$ cat src/rtl/ptd_pkg.sv
`default_nettype none

package ptd_pkg;

   // Table geometry and field widths.
   localparam int MAX_TASKS = 8;
   localparam int SLOT_W    = 3;
   localparam int COUNT_W   = 4;
   localparam int TICK_W    = 32;
   localparam int TOTAL_W   = 32;
   localparam int FUNC_W    = 2;
   localparam int STATUS_W  = 2;
   localparam int OUTCOME_W = 2;

   typedef enum logic [FUNC_W-1:0] {
      FUNC_ADD      = 2'd0,
      FUNC_SET_EN   = 2'd1,
      FUNC_DISPATCH = 2'd2,
      FUNC_REPORT   = 2'd3
   } func_type;

   typedef enum logic [OUTCOME_W-1:0] {
      OUT_OK       = 2'd0,
      OUT_FULL     = 2'd1,
      OUT_NONE_DUE = 2'd2,
      OUT_IGNORED  = 2'd3
   } outcome_type;

   // Returned task status codes; any other value counts as "other".
   localparam logic [STATUS_W-1:0] STATUS_DONE = 2'd0;
   localparam logic [STATUS_W-1:0] STATUS_BUSY = 2'd1;

   typedef enum logic {
      ST_IDLE = 1'b0,
      ST_SCAN = 1'b1
   } state_type;

endpackage

`default_nettype wire

$ cat src/rtl/periodic_task_dispatcher.sv
`default_nettype none

// Channel   | Ports                                         | Handshake
// ----------+-----------------------------------------------+------------------------------
// request   | req_func to req_task_status, six fields       | taken when start high, busy low
// response  | rsp_outcome, rsp_issued_slot, rsp_*_total     | one-cycle strobe rsp_valid
//
// Add, set-enable, report, an ignored dispatch and a re-issuing dispatch answer in the cycle after they
// are taken with busy kept low, so such items can follow one another in every cycle.
// A scanning dispatch holds busy high while one shared subtract and compare unit
// examines a slot per cycle, from slot 0 on, until it finds a due slot or passes
// the last used slot; the result is shown in the following cycle.
// Synchronous reset clears the control state, not the tables; the receiver cannot stall.

module periodic_task_dispatcher (
   input  wire logic                              clock,
   input  wire logic                              reset,
   input  wire logic                              start,
   output logic                                   busy,
   input  wire logic [ptd_pkg::FUNC_W-1:0]        req_func,
   input  wire logic [ptd_pkg::TICK_W-1:0]        req_period_ticks,
   input  wire logic                              req_enable_bit,
   input  wire logic [ptd_pkg::SLOT_W-1:0]        req_slot_index,
   input  wire logic [ptd_pkg::TICK_W-1:0]        req_now_tick,
   input  wire logic [ptd_pkg::STATUS_W-1:0]      req_task_status,
   output logic                                   rsp_valid,
   output logic [ptd_pkg::OUTCOME_W-1:0]          rsp_outcome,
   output logic [ptd_pkg::SLOT_W-1:0]             rsp_issued_slot,
   output logic [ptd_pkg::TOTAL_W-1:0]            rsp_dispatch_total,
   output logic [ptd_pkg::TOTAL_W-1:0]            rsp_busy_total
);

   // Sequencer state and scan pointer.  The pointer is one bit wider than a
   // slot number so that it can reach the table size itself.
   ptd_pkg::state_type                state_ff, state_in;
   logic [ptd_pkg::COUNT_W-1:0]       idx_ff, idx_in;
   logic [ptd_pkg::TICK_W-1:0]        now_ff, now_in;

   // Task tables: written by add, set-enable and report, read only at the
   // scan pointer.
   logic [ptd_pkg::TICK_W-1:0]        period_ff   [ptd_pkg::MAX_TASKS];
   logic                              enable_ff   [ptd_pkg::MAX_TASKS];
   logic [ptd_pkg::TICK_W-1:0]        last_run_ff [ptd_pkg::MAX_TASKS];

   // Scheduler bookkeeping.
   logic [ptd_pkg::COUNT_W-1:0]       used_ff, used_in;
   logic                              blocking_valid_ff, blocking_valid_in;
   logic [ptd_pkg::SLOT_W-1:0]        blocking_slot_ff, blocking_slot_in;
   logic                              awaiting_ff, awaiting_in;
   logic [ptd_pkg::SLOT_W-1:0]        awaiting_slot_ff, awaiting_slot_in;
   logic                              awaiting_blk_ff, awaiting_blk_in;
   logic [ptd_pkg::TICK_W-1:0]        issued_tick_ff, issued_tick_in;
   logic [ptd_pkg::TOTAL_W-1:0]       dispatch_cnt_ff, dispatch_cnt_in;
   logic [ptd_pkg::TOTAL_W-1:0]       busy_cnt_ff, busy_cnt_in;

   // Response register.
   logic                              rsp_valid_ff, rsp_valid_in;
   ptd_pkg::outcome_type              rsp_outcome_ff, rsp_outcome_in;
   logic [ptd_pkg::SLOT_W-1:0]        rsp_slot_ff, rsp_slot_in;

   // Table write controls.
   logic                              add_we;
   logic [ptd_pkg::SLOT_W-1:0]        add_slot;
   logic                              en_we;
   logic [ptd_pkg::SLOT_W-1:0]        en_slot;
   logic                              lr_we;
   logic [ptd_pkg::SLOT_W-1:0]        lr_slot;
   logic [ptd_pkg::TICK_W-1:0]        lr_data;

   logic                              req_accept;
   logic                              start_scan;
   logic [ptd_pkg::SLOT_W-1:0]        scan_slot;
   logic                              scan_end;
   logic [ptd_pkg::TICK_W-1:0]        elapsed;
   logic                              scan_due;

   assign req_accept = start && !busy;

   // A dispatch starts a scan only when nothing is awaited and no task blocks.
   assign start_scan = req_accept && (req_func == ptd_pkg::FUNC_DISPATCH)
                       && !awaiting_ff && !blocking_valid_ff;

   // The shared unit: one wrapped subtraction and one unsigned compare on the
   // slot under the scan pointer.
   assign scan_slot = idx_ff[ptd_pkg::SLOT_W-1:0];
   assign scan_end  = (idx_ff >= used_ff);
   assign elapsed   = now_ff - last_run_ff[scan_slot];
   assign scan_due  = enable_ff[scan_slot] && (elapsed >= period_ff[scan_slot]);

   // Next state.
   always_comb begin
      state_in = state_ff;
      case (state_ff)
         ptd_pkg::ST_IDLE: begin
            if (start_scan) begin
               state_in = ptd_pkg::ST_SCAN;
            end
         end
         ptd_pkg::ST_SCAN: begin
            if (scan_end || scan_due) begin
               state_in = ptd_pkg::ST_IDLE;
            end
         end
         default: begin
            state_in = ptd_pkg::ST_IDLE;
         end
      endcase
   end

   // Sequencer outputs.
   always_comb begin
      case (state_ff)
         ptd_pkg::ST_IDLE: busy = 1'b0;
         ptd_pkg::ST_SCAN: busy = 1'b1;
         default:          busy = 1'b1;
      endcase
   end

   // Item handling and bookkeeping.
   always_comb begin
      idx_in            = idx_ff;
      now_in            = now_ff;
      used_in           = used_ff;
      blocking_valid_in = blocking_valid_ff;
      blocking_slot_in  = blocking_slot_ff;
      awaiting_in       = awaiting_ff;
      awaiting_slot_in  = awaiting_slot_ff;
      awaiting_blk_in   = awaiting_blk_ff;
      issued_tick_in    = issued_tick_ff;
      dispatch_cnt_in   = dispatch_cnt_ff;
      busy_cnt_in       = busy_cnt_ff;
      rsp_valid_in      = 1'b0;
      rsp_outcome_in    = rsp_outcome_ff;
      rsp_slot_in       = rsp_slot_ff;
      add_we            = 1'b0;
      add_slot          = used_ff[ptd_pkg::SLOT_W-1:0];
      en_we             = 1'b0;
      en_slot           = req_slot_index;
      lr_we             = 1'b0;
      lr_slot           = awaiting_slot_ff;
      lr_data           = issued_tick_ff;

      if (req_accept) begin
         rsp_valid_in   = 1'b1;
         rsp_outcome_in = ptd_pkg::OUT_OK;
         rsp_slot_in    = '0;
         case (req_func)
            ptd_pkg::FUNC_ADD: begin
               if (used_ff >= ptd_pkg::COUNT_W'(ptd_pkg::MAX_TASKS)) begin
                  rsp_outcome_in = ptd_pkg::OUT_FULL;
               end else begin
                  add_we      = 1'b1;
                  rsp_slot_in = used_ff[ptd_pkg::SLOT_W-1:0];
                  used_in     = used_ff + ptd_pkg::COUNT_W'(1);
               end
            end
            ptd_pkg::FUNC_SET_EN: begin
               if (ptd_pkg::COUNT_W'(req_slot_index) < used_ff) begin
                  en_we = 1'b1;
               end else begin
                  rsp_outcome_in = ptd_pkg::OUT_IGNORED;
               end
            end
            ptd_pkg::FUNC_DISPATCH: begin
               if (awaiting_ff) begin
                  rsp_outcome_in = ptd_pkg::OUT_IGNORED;
               end else begin
                  dispatch_cnt_in = dispatch_cnt_ff + ptd_pkg::TOTAL_W'(1);
                  if (blocking_valid_ff) begin
                     // Re-issue the task that reported busy last time.
                     busy_cnt_in      = busy_cnt_ff + ptd_pkg::TOTAL_W'(1);
                     awaiting_in      = 1'b1;
                     awaiting_slot_in = blocking_slot_ff;
                     awaiting_blk_in  = 1'b1;
                     issued_tick_in   = req_now_tick;
                     rsp_slot_in      = blocking_slot_ff;
                  end else begin
                     // The result comes at the end of the scan.
                     rsp_valid_in = 1'b0;
                     now_in       = req_now_tick;
                     idx_in       = '0;
                  end
               end
            end
            ptd_pkg::FUNC_REPORT: begin
               if (!awaiting_ff) begin
                  rsp_outcome_in = ptd_pkg::OUT_IGNORED;
               end else begin
                  if (awaiting_blk_ff) begin
                     if (req_task_status == ptd_pkg::STATUS_DONE) begin
                        lr_we             = 1'b1;
                        blocking_valid_in = 1'b0;
                     end
                  end else begin
                     if (req_task_status == ptd_pkg::STATUS_BUSY) begin
                        blocking_valid_in = 1'b1;
                        blocking_slot_in  = awaiting_slot_ff;
                     end else begin
                        lr_we = 1'b1;
                     end
                  end
                  awaiting_in = 1'b0;
                  rsp_slot_in = awaiting_slot_ff;
               end
            end
            default: begin
               rsp_outcome_in = ptd_pkg::OUT_IGNORED;
            end
         endcase
      end

      if (state_ff == ptd_pkg::ST_SCAN) begin
         if (scan_end) begin
            rsp_valid_in   = 1'b1;
            rsp_outcome_in = ptd_pkg::OUT_NONE_DUE;
            rsp_slot_in    = '0;
         end else if (scan_due) begin
            rsp_valid_in     = 1'b1;
            rsp_outcome_in   = ptd_pkg::OUT_OK;
            rsp_slot_in      = scan_slot;
            awaiting_in      = 1'b1;
            awaiting_slot_in = scan_slot;
            awaiting_blk_in  = 1'b0;
            issued_tick_in   = now_ff;
         end else begin
            idx_in = idx_ff + ptd_pkg::COUNT_W'(1);
         end
      end
   end

   // Control and bookkeeping registers.
   always_ff @(posedge clock) begin
      if (reset) begin
         state_ff          <= ptd_pkg::ST_IDLE;
         used_ff           <= '0;
         blocking_valid_ff <= 1'b0;
         blocking_slot_ff  <= '0;
         awaiting_ff       <= 1'b0;
         awaiting_slot_ff  <= '0;
         awaiting_blk_ff   <= 1'b0;
         issued_tick_ff    <= '0;
         dispatch_cnt_ff   <= '0;
         busy_cnt_ff       <= '0;
         rsp_valid_ff      <= 1'b0;
      end else begin
         state_ff          <= state_in;
         used_ff           <= used_in;
         blocking_valid_ff <= blocking_valid_in;
         blocking_slot_ff  <= blocking_slot_in;
         awaiting_ff       <= awaiting_in;
         awaiting_slot_ff  <= awaiting_slot_in;
         awaiting_blk_ff   <= awaiting_blk_in;
         issued_tick_ff    <= issued_tick_in;
         dispatch_cnt_ff   <= dispatch_cnt_in;
         busy_cnt_ff       <= busy_cnt_in;
         rsp_valid_ff      <= rsp_valid_in;
      end
   end

   // Payload registers.
   always_ff @(posedge clock) begin
      idx_ff         <= idx_in;
      now_ff         <= now_in;
      rsp_outcome_ff <= rsp_outcome_in;
      rsp_slot_ff    <= rsp_slot_in;
   end

   // Task tables.  A new task starts with a last run of zero.
   always_ff @(posedge clock) begin
      if (add_we) begin
         period_ff[add_slot]   <= req_period_ticks;
         enable_ff[add_slot]   <= req_enable_bit;
         last_run_ff[add_slot] <= '0;
      end
      if (en_we) begin
         enable_ff[en_slot] <= req_enable_bit;
      end
      if (lr_we) begin
         last_run_ff[lr_slot] <= lr_data;
      end
   end

   assign rsp_valid          = rsp_valid_ff;
   assign rsp_outcome        = rsp_outcome_ff;
   assign rsp_issued_slot    = rsp_slot_ff;
   // The totals change only when a dispatch is taken, which cannot happen
   // before the previous result has been shown.
   assign rsp_dispatch_total = dispatch_cnt_ff;
   assign rsp_busy_total     = busy_cnt_ff;

   // A result appears only after an item was taken or while a scan finishes.
   a_rsp_has_cause: assert property (@(posedge clock) disable iff (reset)
      rsp_valid |-> ($past(req_accept) || ($past(state_ff) == ptd_pkg::ST_SCAN)))
      else $error("result without a taken item or a scan");

   // The fill count never passes the table size.
   a_used_bound: assert property (@(posedge clock) disable iff (reset)
      used_ff <= ptd_pkg::COUNT_W'(ptd_pkg::MAX_TASKS))
      else $error("fill count beyond table size");

   // The scan pointer never runs past the filled part of the table.
   a_scan_bound: assert property (@(posedge clock) disable iff (reset)
      (state_ff == ptd_pkg::ST_SCAN) |-> (idx_ff <= used_ff))
      else $error("scan pointer beyond filled slots");

   // A due slot found by the scan is issued and awaits its status.
   a_scan_issue: assert property (@(posedge clock) disable iff (reset)
      ((state_ff == ptd_pkg::ST_SCAN) && !scan_end && scan_due)
      |=> (rsp_valid && awaiting_ff && !awaiting_blk_ff
           && (rsp_issued_slot == awaiting_slot_ff)))
      else $error("due slot not issued");

   // A dispatch with a blocking task re-issues that task at once.
   a_blocking_reissue: assert property (@(posedge clock) disable iff (reset)
      (req_accept && (req_func == ptd_pkg::FUNC_DISPATCH) && !awaiting_ff
       && blocking_valid_ff)
      |=> (rsp_valid && (rsp_outcome == ptd_pkg::OUT_OK)
           && (rsp_issued_slot == $past(blocking_slot_ff))))
      else $error("blocking task not re-issued");

endmodule

`default_nettype wire

$ cat config.mk
export PLATFORM = sky130hd
export DESIGN_NAME = periodic_task_dispatcher
export DESIGN_NICKNAME = d
export VERILOG_FILES = /design/src/rtl/ptd_pkg.sv /design/src/rtl/periodic_task_dispatcher.sv
export SDC_FILE = /design/constraint.sdc
export NUM_CORES = 1
export LEC_CHECK = 0
export ABC_AREA = 1
export BUFFER_PORTS_ARGS = -buffer_cell sky130_fd_sc_hd__buf_2
export CAP_MARGIN = 10
export CORE_AREA = 2 2 247 249
export CTS_CLUSTER_SIZE = 25
export DETAILED_ROUTE_END_ITERATION = 8
export DIE_AREA = 0 0 249 251
export PLACE_DENSITY = 0.67
export SLEW_MARGIN = 30
export SYNTH_ARGS = -nofsm -noshare
export SYNTH_HDL_FRONTEND = slang
export SYNTH_SLANG_ARGS = --single-unit
$ cat constraint.sdc
create_clock -name clock -period 5 [get_ports clock]
set_input_delay 0.25 -clock clock [delete_from_list [all_inputs] [get_ports clock]]
set_output_delay 0.25 -clock clock [all_outputs]
set_load 0.03 [all_outputs]
==> out/results.tsv <==
metric	value	unit
clock insertion delay at the later pin of the skew report	0.62	ns
routed wire length	80270	µm
fin nets	3208	
antenna violations before repair	6	
fill count	4850	
Setup crit end	issued_tick_ff[22]$_SDFF_PP0_	
crit end category	register	
Worst Setup Start Kind	register	
DRC Markers	0	
die area	62500	µm²
Pre-antenna DRT Iters	6	
final critical-path required period	4.681	ns
final worst setup slack	0.3186	ns
CTS Buf Count	70	
FF-to-FF setup slack	0.32	ns
Reg2Reg Capture Point	issued_tick_ff[22]$_SDFF_PP0_	
VDD IR max	0.0002324	V
Overflow after GRT	0	
most used cell, CP	nand2_1	
Power Density	359.0	nW/µm²
Crit Path Class	reg -> reg	
clk buf depth	3	
largest family of logic cells by synthesized area	simple AND/OR/NAND/NOR gates	
WL/cell	20.58	µm
Tcrit/Tclk final	0.9363	
sequential-to-total area share from yosys stat	0.6384	
Final Max Tran Viols	0	
IO Pins	146	
share of layout cells above drive strength 1	0.1355	
relative slew slack	0.3613	
fmax	213.6	MHz
vias in the first global route	21689	
Post-synth EDFFs	552	
clk root buf	clkbuf_16	
Post-Synth Adder-Cell Area	0.03224	
worst reg2reg path depth	30	
gr usage total	0.2509	
main flop type after synthesis	edfxtp_1	
core area	59790	µm²
first-pass GRT wire length	121700	µm
run status	completed	
Die Width	249	µm
Worst setup startpoint	idx_ff[1]$_DFF_P_	
post-synthesis mux area share	0.0003367	
Synth-to-Final Area Change	18.07	%
IO Port Bufs	145	
commonest non-fill, non-tap cell in the layout	edfxtp_1	
compound-gate portion of the synthesized area	0.1311	
maxcap violations	0	
vias per cell	5.733	
final RePlAce weighted congestion	0.9523	
Initial Utilization	0.4972	
Simple-Gate Fraction of Synth Area	0.1435	
clock sinks	672	
Crit path depth	30	
most frequent cells in the layout	edfxtp_1, nor2_1, o21ai_0	
Post-DP Area	31710	µm²
CTS tree	yes	
worst-path maximum fanout	36	
Worst Path Buf+Inv	4	
1st-iter DRT viols	1893	
Slowest cell on crit path	dfxtp_4	
Yosys warning count	0	
Synth Area in XOR/XNOR	0.01414	
final setup fails	0	
critical path arrival	5.22	ns
Post-Syn Area	29730	µm²
Via Count	22357	
Final Skew	0.02441	ns
post-synth net total	2971	
Mapped Cells	2820	
Synth cell types	52	
Critical Path RT	5.54	ns
crit-path max cell delay	0.44	ns
ANT nets after route	0	
Worst R2R Start	idx_ff[1]$_DFF_P_	
hpwl dp	51140	µm
# H-tree levels	3	
delay-heaviest family, CP	simple AND/OR/NAND/NOR gates	
Slew @ Worst Pin	0.9558	ns
Die Y	251	µm
async set-reset flop share out of synthesis	0	
leakage	0.01269	µW
FF/Latch Area	18990	µm²
design area	35100	µm²
min-delay worst type	in -> reg	
mean area per synthesized cell	10.54	µm²
multi-input combinational cell area	9786	µm²
synthesized flop and latch total	672	
Fin. Hold Viols	0	
largest net degree at the start of global routing	77	
clk slew on worst S/H paths	0.06	ns
Setup WS pre-CTS	0.1422	ns
num rows	90	
routing by layer:
metal / part of all wire / vias to the layer above / global-route usage
met2: 0.48 / 855 / 0.4109
met5: 0.00011 / - / 0
met4: 0.032 / 2 / 0.09143
li1: - / 10489 / -
met1: 0.42 / 10844 / 0.3354
met3: 0.075 / 167 / 0.04711
repair_timing:
action,CTS,global route
resized for setup,0,50
buffers inserted,0,7
hold buffers,66,0
hold endpoints to repair,308,0
setup endpoints to repair,0,48
through the flow:
step / instances / power [µW] / utilization / hold WS [ns] / TNS, ns
after detailed placement: 3689 / 7204 / 0.5303 / 0.4445 / 0
after CTS: 3884 / 12610 / 0.5815 / 0.004226 / 0
final: 3900 / 12600 / 0.5870 / 0.03961 / 0
after floorplan: 2820 / 6829 / - / 0.3489 / 0
after global placement: 3688 / 7173 / 0.5298 / 0.4410 / 0
after global routing: 3900 / 13000 / 0.5870 / 0.05013 / -0.5632
worst min path at each step:
| stage | start | to | slack (ns) | cells after the start |
|---|---|---|---|---|
| detailed placement | req_now_tick[26] | now_ff[26]$_DFFE_PP_ | 0.44 | 1 |
| global route | req_task_status[0] | blocking_valid_ff$_SDFFE_PP0P_ | 0.05 | 5 |
| floorplan | req_enable_bit | enable_ff[0]$_DFFE_PP_ | 0.35 | 0 |
| finish | req_task_status[0] | blocking_valid_ff$_SDFFE_PP0P_ | 0.04 | 5 |
| global placement | req_now_tick[26] | now_ff[26]$_DFFE_PP_ | 0.44 | 1 |
| CTS | req_task_status[0] | blocking_valid_ff$_SDFFE_PP0P_ | 0.004 | 5 |
layout make-up:
cell class / instances / share of cell area
Antenna cell: 4 / 0.0002852
Clock buffer: 90 / 0.05529
Clock inverter: 39 / 0.01319
Inverter: 181 / 0.01993
Multi-Input combinational cell: 1835 / 0.2788
Sequential cell: 672 / 0.5410
Tap cell: 782 / 0.02788
Timing Repair Buffer: 296 / 0.06338
Timing Repair inverter: 1 / 0.0002495
sequential cells by signal (all words and copies together), names as in the netlist, 2 cells and up:
| name | cells |
|---|---|
| rsp_busy_total | 32 |
| last_run_ff | 256 |
| period_ff | 256 |
| issued_tick_ff | 32 |
| rsp_outcome | 2 |
| blocking_slot_ff | 3 |
| idx_ff | 4 |
| enable_ff | 8 |
| rsp_issued_slot | 3 |
| now_ff | 32 |
| rsp_dispatch_total | 32 |
| used_ff | 4 |
| awaiting_slot_ff | 3 |
cells by family after synthesis:
group | count (synthesis)
flip-flops | 672
buffers and inverters | 313
AO/OA/AOI/OAI | 695
multiplexers | 1
XOR/XNOR | 48
adder cells (fa/ha/maj) | 76
AND/OR/NAND/NOR | 1015
where the power goes:
part / internal, µW / leakage, µW / switching [µW]
registers: 6050 / 0.00557 / 26.0
logic: 385 / 0.00595 / 727
clock network: 3230 / 0.00118 / 2180
total: 9670 / 0.0127 / 2930
cells in the mapped netlist, types with 4 or more instances:
library cell  count  area (µm²)
o21ai_1           7       35.03
edfxtp_1        552       16580
o221ai_1         64       560.5
o22ai_1          66       412.9
clkbuf_1        115       431.7
nor2_1          487        1828
nor3_2            4       40.04
nand3b_1          5       37.54
ha_1             75       938.4
a21oi_1         107       535.5
inv_1           175       656.9
nor3_1           34       170.2
xnor2_1          10       87.58
dfxtp_1         120        2402
buf_2            11       55.05
nand3_2           4       40.04
nand2_1         362        1359
o21a_1            5       37.54
a31oi_1           6       37.54
nor3b_1           5       37.54
nand2_2           4       25.02
buf_1             5       18.77
nand4_1          23       143.9
o21bai_1          5       37.54
o211ai_1          5       37.54
o21ai_0         412        2062
xor2_1           38       332.8
nand3_1          59       295.3
nor4_1           10       62.56
a21o_1            7       52.55
tightest hold or removal path: stages:
cell and delay [ns]:
buf_2 0.10, nor3_1 0.05, nand2_1 0.06, nand2_1 0.04, a21oi_1 0.10
(Power assumes the default switching activity.)
